**config.mk**
```make
export PLATFORM = sky130hd
export DESIGN_NAME = order_preserving_dedup_unit_flat
export DESIGN_NICKNAME = d
export VERILOG_FILES = /design/src/rtl/core/opd_pkg.sv /design/src/rtl/core/opd_in_if.sv /design/src/rtl/core/opd_out_if.sv /design/src/rtl/core/opd_ram.sv /design/src/rtl/core/order_preserving_dedup_unit.sv /design/src/flat_wrapper.sv
export SDC_FILE = /design/constraint.sdc
export NUM_CORES = 2
export LEC_CHECK = 0
export BUFFER_PORTS_ARGS = -buffer_cell sky130_fd_sc_hd__buf_2
export CORE_MARGIN = 2
export CORE_UTILIZATION = 60
export CTS_CLUSTER_DIAMETER = 40
export CTS_CLUSTER_SIZE = 12
export DETAILED_ROUTE_END_ITERATION = 12
export GPL_ROUTABILITY_DRIVEN = 0
export GPL_TIMING_DRIVEN = 0
export PLACE_DENSITY_LB_ADDON = 0.08
export SLEW_MARGIN = 5
export SYNTH_ARGS = -nofsm -noshare
export SYNTH_HDL_FRONTEND = slang
export SYNTH_HIERARCHICAL = 1
export SYNTH_SLANG_ARGS = --single-unit
```
**constraint.sdc**
```tcl
create_clock -name i_clk -period 13.4 [get_ports i_clk]
set_input_delay 0.67 -clock i_clk [delete_from_list [all_inputs] [get_ports i_clk]]
set_output_delay 0.67 -clock i_clk [all_outputs]
set_load 0.05 [all_outputs]
```
**src/rtl/core/opd_pkg.sv**
```systemverilog
// Package for the order-preserving deduplication block.
// Holds table sizing, field widths and the shared payload types.
// No dependencies.
package opd_pkg;

    // Table sizing.
    localparam int TABLE_DEPTH = 64;
    localparam int VALUE_WIDTH = 32;

    // Index and count widths follow from the depth.
    localparam int IDX_W = (TABLE_DEPTH > 1) ? $clog2(TABLE_DEPTH) : 1;
    localparam int CNT_W = $clog2(TABLE_DEPTH + 1);

    // Fixed widths of the beat fields.
    localparam int ITEM_W      = 32;
    localparam int COUNT_OUT_W = 7;

    typedef logic signed [ITEM_W-1:0]      t_item;
    typedef logic        [VALUE_WIDTH-1:0] t_key;
    typedef logic        [IDX_W-1:0]       t_idx;
    typedef logic        [CNT_W-1:0]       t_cnt;
    typedef logic        [COUNT_OUT_W-1:0] t_cnt_out;

endpackage

```
**src/rtl/core/opd_in_if.sv**
```systemverilog
// Input channel of the deduplication block: valid/ready plus one set element.
// Depends on opd_pkg.
interface opd_in_if
    import opd_pkg::*;
();
    logic  valid;
    logic  ready;
    t_item item_value;
    logic  final_item;

    modport source (output valid, output item_value, output final_item, input ready);
    modport sink   (input valid, input item_value, input final_item, output ready);
endinterface

```
**src/rtl/core/opd_out_if.sv**
```systemverilog
// Result channel of the deduplication block: valid/ready plus one result.
// Depends on opd_pkg.
interface opd_out_if
    import opd_pkg::*;
();
    logic     valid;
    logic     ready;
    t_item    echo_value;
    logic     first_seen;
    t_cnt_out distinct_count;
    logic     set_done;
    logic     table_full;

    modport source (output valid, output echo_value, output first_seen,
                    output distinct_count, output set_done, output table_full,
                    input ready);
    modport sink   (input valid, input echo_value, input first_seen,
                    input distinct_count, input set_done, input table_full,
                    output ready);
endinterface

```
**src/rtl/core/opd_ram.sv**
```systemverilog
// Generic simple dual-port RAM: one write port, one read port, registered read.
// No dependencies.
module opd_ram #(
    parameter int WIDTH = 32,
    parameter int DEPTH = 64
) (
    input  logic                                         i_clk,
    input  logic                                         i_wr_en,
    input  logic [((DEPTH > 1) ? $clog2(DEPTH) : 1)-1:0] i_wr_addr,
    input  logic [WIDTH-1:0]                             i_wr_data,
    input  logic                                         i_rd_en,
    input  logic [((DEPTH > 1) ? $clog2(DEPTH) : 1)-1:0] i_rd_addr,
    output logic [WIDTH-1:0]                             o_rd_data
);

    logic [WIDTH-1:0] r_mem [DEPTH];
    logic [WIDTH-1:0] r_rd_data;

    always_ff @(posedge i_clk) begin
        if (i_wr_en) begin
            r_mem[i_wr_addr] <= i_wr_data;
        end
        if (i_rd_en) begin
            r_rd_data <= r_mem[i_rd_addr];
        end
    end

    assign o_rd_data = r_rd_data;

endmodule

```
**src/rtl/core/order_preserving_dedup_unit.sv**
```systemverilog
// Top level of the order-preserving deduplication block.
// Depends on opd_pkg, opd_in_if, opd_out_if and opd_ram.
//
//   Channel  Direction  Beat contents
//   i_in     in         item_value (signed 32), final_item
//   o_out    out        echo_value (signed 32), first_seen, distinct_count (7),
//                       set_done, table_full
//
// A result is loaded once the scan meets the stored entry that matches, or has compared
// every stored entry without a match (with no read at all for an empty table); the store's
// single read port, one entry per cycle, sets this. The block takes no new item until the
// result is loaded, and it passes through its idle step before the next acceptance.
// Reset is synchronous and active low; it empties the table by clearing the stored count.
// A stalled output holds the block in its final step until the output register frees up.
module order_preserving_dedup_unit
    import opd_pkg::*;
(
    input  logic     i_clk,
    input  logic     i_rst_n,
    opd_in_if.sink   i_in,
    opd_out_if.source o_out
);

    // One-hot control states: waiting for an item, scanning the store, and
    // delivering the result together with the table update.
    typedef enum logic [2:0] {
        ST_IDLE = 3'b001,
        ST_SCAN = 3'b010,
        ST_EMIT = 3'b100
    } t_state;

    t_state r_state, n_state;

    // The item under work.
    t_item r_item;
    t_key  r_key;
    logic  r_last;

    // Scan bookkeeping: r_issue is the next entry to read, r_pend says that
    // the read data now coming out of the RAM belongs to this scan.
    t_cnt  r_issue, n_issue;
    logic  r_pend,  n_pend;
    logic  r_found, n_found;

    // Number of distinct values stored for the current set.
    t_cnt  r_count, n_count;

    // Output register.
    logic     r_out_vld, n_out_vld;
    t_item    r_echo;
    logic     r_first;
    t_cnt_out r_dcount;
    logic     r_done;
    logic     r_full;

    // RAM port signals.
    logic rd_en;
    t_key rd_data;
    logic wr_en;

    logic in_take;
    logic slot_free;
    logic hit;
    logic scan_end;
    logic do_store;
    logic is_full;
    t_cnt new_count;

    assign in_take   = i_in.valid && i_in.ready;
    assign slot_free = !r_out_vld || o_out.ready;

    // A match on the entry read in the previous cycle ends the scan early.
    assign hit      = r_pend && (rd_data == r_key);
    assign scan_end = (r_issue == r_count) && !r_pend;

    // Table update, taken in the delivery step once the output slot is free.
    assign is_full   = (r_count == t_cnt'(TABLE_DEPTH));
    assign do_store  = !r_found && !is_full;
    assign new_count = r_count + t_cnt'(do_store);
    assign wr_en     = (r_state == ST_EMIT) && slot_free && do_store;

    // The write lands before any read of the next item can be issued, as the idle step
    // lies between, so the registered read always sees it and no bypass is needed.
    opd_ram #(
        .WIDTH (VALUE_WIDTH),
        .DEPTH (TABLE_DEPTH)
    ) u_store (
        .i_clk     (i_clk),
        .i_wr_en   (wr_en),
        .i_wr_addr (r_count[IDX_W-1:0]),
        .i_wr_data (r_key),
        .i_rd_en   (rd_en),
        .i_rd_addr (r_issue[IDX_W-1:0]),
        .o_rd_data (rd_data)
    );

    always_comb begin
        n_state   = r_state;
        n_issue   = r_issue;
        n_pend    = 1'b0;
        n_found   = r_found;
        n_count   = r_count;
        n_out_vld = r_out_vld;
        rd_en     = 1'b0;

        if (r_out_vld && o_out.ready) begin
            n_out_vld = 1'b0;
        end

        unique case (r_state)
            ST_IDLE: begin
                if (in_take) begin
                    n_state = ST_SCAN;
                    n_issue = '0;
                    n_found = 1'b0;
                end
            end
            ST_SCAN: begin
                if (hit) begin
                    n_found = 1'b1;
                    n_state = ST_EMIT;
                end else if (scan_end) begin
                    n_found = 1'b0;
                    n_state = ST_EMIT;
                end else if (r_issue != r_count) begin
                    // Issue the next read while the previous one is compared.
                    rd_en   = 1'b1;
                    n_issue = r_issue + t_cnt'(1);
                    n_pend  = 1'b1;
                end
            end
            ST_EMIT: begin
                if (slot_free) begin
                    n_out_vld = 1'b1;
                    n_count   = r_last ? '0 : new_count;
                    n_state   = ST_IDLE;
                end
            end
            default: begin
                n_state = ST_IDLE;
            end
        endcase
    end

    always_ff @(posedge i_clk) begin
        if (!i_rst_n) begin
            r_state   <= ST_IDLE;
            r_issue   <= '0;
            r_pend    <= 1'b0;
            r_found   <= 1'b0;
            r_count   <= '0;
            r_out_vld <= 1'b0;
        end else begin
            r_state   <= n_state;
            r_issue   <= n_issue;
            r_pend    <= n_pend;
            r_found   <= n_found;
            r_count   <= n_count;
            r_out_vld <= n_out_vld;
        end
    end

    // Payload registers carry no reset.
    always_ff @(posedge i_clk) begin
        if (in_take) begin
            r_item <= i_in.item_value;
            r_key  <= VALUE_WIDTH'(unsigned'(i_in.item_value));
            r_last <= i_in.final_item;
        end
        if ((r_state == ST_EMIT) && slot_free) begin
            r_echo   <= r_item;
            r_first  <= do_store;
            r_dcount <= COUNT_OUT_W'(new_count);
            r_done   <= r_last;
            r_full   <= !r_found && is_full;
        end
    end

    assign i_in.ready           = (r_state == ST_IDLE);
    assign o_out.valid          = r_out_vld;
    assign o_out.echo_value     = r_echo;
    assign o_out.first_seen     = r_first;
    assign o_out.distinct_count = r_dcount;
    assign o_out.set_done       = r_done;
    assign o_out.table_full     = r_full;

    // The stored count never runs past the table depth.
    a_count_bound: assert property (@(posedge i_clk) disable iff (!i_rst_n)
        r_count <= t_cnt'(TABLE_DEPTH))
        else $error("stored count exceeds table depth");

    // The scan never reads beyond the stored entries.
    a_issue_bound: assert property (@(posedge i_clk) disable iff (!i_rst_n)
        (r_state == ST_SCAN) |-> (r_issue <= r_count))
        else $error("scan pointer beyond stored count");

    // A delivered final item empties the table for the next set.
    a_set_clear: assert property (@(posedge i_clk) disable iff (!i_rst_n)
        ((r_state == ST_EMIT) && slot_free && r_last) |=> (r_count == '0))
        else $error("table not emptied after final item");

    // A result is never both stored and rejected as full.
    a_flags_excl: assert property (@(posedge i_clk) disable iff (!i_rst_n)
        r_out_vld |-> !(r_first && r_full))
        else $error("first_seen and table_full both set");

endmodule

```
**src/flat_wrapper.sv**
```systemverilog
// flat-port wrapper written by rule: the top's interface ports become plain ports
module order_preserving_dedup_unit_flat import opd_pkg::*;
  (i_clk, i_rst_n, i_in_valid, i_in_item_value, i_in_final_item, i_in_ready, o_out_valid, o_out_echo_value, o_out_first_seen, o_out_distinct_count, o_out_set_done, o_out_table_full, o_out_ready);
  opd_in_if i_in_i ();
  opd_out_if o_out_i ();
  input  logic i_clk;
  input  logic i_rst_n;
  input wire logic [$bits(i_in_i.valid)-1:0] i_in_valid;
  input wire logic [$bits(i_in_i.item_value)-1:0] i_in_item_value;
  input wire logic [$bits(i_in_i.final_item)-1:0] i_in_final_item;
  output wire logic [$bits(i_in_i.ready)-1:0] i_in_ready;
  output wire logic [$bits(o_out_i.valid)-1:0] o_out_valid;
  output wire logic [$bits(o_out_i.echo_value)-1:0] o_out_echo_value;
  output wire logic [$bits(o_out_i.first_seen)-1:0] o_out_first_seen;
  output wire logic [$bits(o_out_i.distinct_count)-1:0] o_out_distinct_count;
  output wire logic [$bits(o_out_i.set_done)-1:0] o_out_set_done;
  output wire logic [$bits(o_out_i.table_full)-1:0] o_out_table_full;
  input wire logic [$bits(o_out_i.ready)-1:0] o_out_ready;
  assign i_in_i.valid = i_in_valid;
  assign i_in_i.item_value = i_in_item_value;
  assign i_in_i.final_item = i_in_final_item;
  assign i_in_ready = i_in_i.ready;
  assign o_out_valid = o_out_i.valid;
  assign o_out_echo_value = o_out_i.echo_value;
  assign o_out_first_seen = o_out_i.first_seen;
  assign o_out_distinct_count = o_out_i.distinct_count;
  assign o_out_set_done = o_out_i.set_done;
  assign o_out_table_full = o_out_i.table_full;
  assign o_out_i.ready = o_out_ready;
  order_preserving_dedup_unit u_core (.i_clk(i_clk), .i_rst_n(i_rst_n), .i_in(i_in_i), .o_out(o_out_i));
endmodule
```
==> flow_summary.ini <==
[die]
rows = 136
start_util = 0.603
die_x_um = 375
die_y_um = 375
fp.coreArea_mm2 = 0.137
die-area_mm2 = 0.141
io_pins = 81

[yosys]
synth-main-ff-cell = edfxtp_1
syn-mean-instance-area_um2 = 23.1
yosysWarnings = 6
ys_async_sr_fraction = 0
synth_cell_types = 61
ys_ff_latch = 2175
netlist_instances = 3584
synth_fp_nets = 3624
synth_area_mm2 = 0.0826
synth_edf_count = 2155
seq_area_frac_synth = 0.788

[cells_and_area]
drive_above_1_share = 0.314
postLayoutCellArea_mm2 = 0.0989
syn2layout_area_growth_pct = 19.7
fin_cells = 6118
fin_nets = 4195
multiInputGateArea_mm2 = 0.0171
fillers = 7567
seq_area_mm2 = 0.0651

[pwr]
leakage_nw = 30.5
sw_frac_of_total = 0.198
internal-power_w = 0.0119
power_frac_clock = 0.475
power_density_mw_per_mm2 = 150
fin_total_pwr_w = 0.0148
p_switching_w = 0.00293
p_seq_frac = 0.510
ir_drop_mv = 0.129
p_comb_frac = 0.016

[setup_path]
r2r-end = u_core/u_store/o_rd_data[13]
worstPathArrival_ns = 5.63
r2r-start = u_core/r_issue[1]
critPathLaunchType = flop
reg2reg_depth = 9
worstPathRequired_ns = 14.02
crit_type = reg2reg
rrSetupSlack_ns = 8.39
worstPathMaxFanout = 10
worstSetupEndpointType = flop

[clock_network]
path_clk_slew_ns = 0.06
cts_tree = built
cts_hold_buf = 33
htreeDepth = 5
clk_path_buf_depth = 4
cts_buffers = 276
cts-root-buf = clkbuf_16
cts_resized = 0
postCtsSetupBuffers = 0
clk_latency_ns = 0.91
cts.sinks = 2175

[routing]
route.vias.total = 44800
met2WireLength_mm = 119
remaining_drc_errors = 0
dr.pass1.iters = 8
ant_nets = 0
viasPerCell = 7.33
routedWlPerCell_um = 42.7
dr_wl_met3_mm = 38.6
wl_met1_mm = 85.4
wl_mm = 261
drt_iter0_drc = 7340
top_layer_used = met5

[sta]
hold_slack_ns = 0.125
max_freq_mhz = 200
finalMaxSlewViolations = 0
tightest_slew_ns = 1.46
setup_viol_count_final = 0
rsz0062_at_grt = false
slew_headroom = 0.0240
fin_crit_sh = 0.374
min_period_ns = 5.01
skew_ns = 0.0491
hold_viol = 0
final.setup.tns_ns = 0

[grt]
gr-total-overflow = 0
grt_pass1_vias = 44100
grt_use_total = 0.377
grt_antenna_before_repair = 9
grt_first_pass_wirelength_mm = 353
grt_max_degree = 37

[place]
dpl-instance-area_mm2 = 0.0900
place_hpwl_mm = 168
dp_cells = 5638
io_buffers = 80

[flow_run]
maxCapViolations = 0

[min_path]
hold_start = i_rst_n
hold_end = u_core/r_issue[0]
whs_path_depth = 3
hp-class = in2reg

[status]
status = finished, final reports clean
[critical path: stages, from the launching register on]
cell	delay, ns
dfxtp_1	0.41
buf_2	0.46
buf_2	0.59
buf_2	0.52
buf_1	0.96
nand3b_1	0.57
o221ai_1	0.45
a21oi_1	0.07
a21oi_1	0.59
nor2_1	0.09
[kinds of logic after synthesis]
family,after synthesis,share of synthesized area
compound gates,230,0.0183
xor+xnor,44,0.00466
fa+ha+maj,3,0.000454
buf+inv,191,0.0111
flops,2175,0.788
mux,642,0.160
simple gates,299,0.0174
[sequential cells by signal (all words and copies together), names as in the netlist]
| signal | cells |
|---|---|
| u_core/u_store/r_mem | 2048 |
| u_core/o_out.echo_value | 32 |
| u_core/r_key | 32 |
| u_core/u_store/o_rd_data | 32 |
| u_core/o_out.distinct_count | 7 |
| u_core/r_count | 7 |
| u_core/r_issue | 7 |
| u_core/r_state | 3 |
| u_core/o_out.first_seen | 1 |
| u_core/o_out.set_done | 1 |
| u_core/o_out.table_full | 1 |
| u_core/o_out.valid | 1 |
| u_core/r_found | 1 |
| u_core/r_last | 1 |
| u_core/r_pend | 1 |
[power by group through the flow]
stage | combinational (W) | clock, W | sequential [W]
2_1_floorplan | 0.0000142 | 0 | 0.00772
3_3_place_gp | 0.0000266 | 0 | 0.00780
3_5_place_dp | 0.000222 | 0 | 0.00769
4_1_cts | 0.000230 | 0.00706 | 0.00755
5_1_grt | 0.000245 | 0.00734 | 0.00754
6_report | 0.000234 | 0.00703 | 0.00755
[cells in the final DEF (no fill, tap or decap), types with 63 or more instances in the layout]
master,netlist,final
o22ai_1,85,85
clkbuf_1,78,106
buf_12,0,63
buf_16,0,102
mux4_2,544,544
mux2i_1,97,97
nor2_1,147,85
clkbuf_16,0,285
edfxtp_1,2155,2155
buf_2,58,138
a21oi_1,67,67
[cell type report]
class,count,share of cell area
Antenna cell,7,0.000177
Tap cell,1794,0.0227
Buffer,187,0.00917
Timing Repair Buffer,293,0.0503
Clock buffer,314,0.0732
Multi-Input combinational cell,1218,0.173
Sequential cell,2175,0.658
Clock inverter,126,0.0134
Inverter,4,0.000152
[Yosys cell counts, drive strengths merged (6+ instances only)]
library cell | n | area, um2
o22ai | 85 | 532
a311oi | 8 | 70.1
nor2 | 147 | 552
nand4 | 10 | 62.6
nand2b | 11 | 68.8
a22oi | 16 | 120
a21boi | 6 | 48.8
nand3 | 15 | 80.1
nor3 | 10 | 50.1
edfxtp | 2155 | 64700
xnor2 | 38 | 333
buf | 109 | 613
nor2b | 22 | 138
mux4 | 544 | 12300
and3 | 6 | 37.5
a21oi | 67 | 335
dfxtp | 20 | 400
mux2i | 97 | 971
xor2 | 6 | 52.6
clkbuf | 78 | 293
or3 | 6 | 40.0
nand2 | 38 | 143
o221ai | 27 | 236
[worst max path at each step]
stage          slack, ns                           end         startpoint  cells past startpoint
2_1_floorplan       8.82   u_core/u_store/r_mem[48][0]        o_out_ready                      7
3_3_place_gp        4.06  u_core/u_store/r_mem[49][11]        o_out_ready                      8
3_5_place_dp        8.63   u_core/u_store/r_mem[6][21]        o_out_ready                      9
4_1_cts             8.79  u_core/u_store/o_rd_data[19]  u_core/r_issue[2]                      9
5_1_grt             8.48  u_core/u_store/o_rd_data[15]  u_core/r_issue[1]                      9
6_report            8.39  u_core/u_store/o_rd_data[13]  u_core/r_issue[1]                      9
[through the flow]
| step | util | worst slack (ns) |
|---|---|---|
| after CTS | 0.721 | 8.79 |
| final | 0.721 | 8.39 |
| after floorplan | - | 8.82 |
| after global placement | 0.622 | 4.06 |
| after detailed placement | 0.656 | 8.63 |
| after global routing | 0.721 | 8.48 |
[layer usage]
metal / track usage / vias up
met1: 0.492 / 23300
met3: 0.126 / 858
met5: 0 / -
met4: 0.220 / 6
li1: - / 16400
met2: 0.561 / 4194
(Power assumes the default switching activity.)
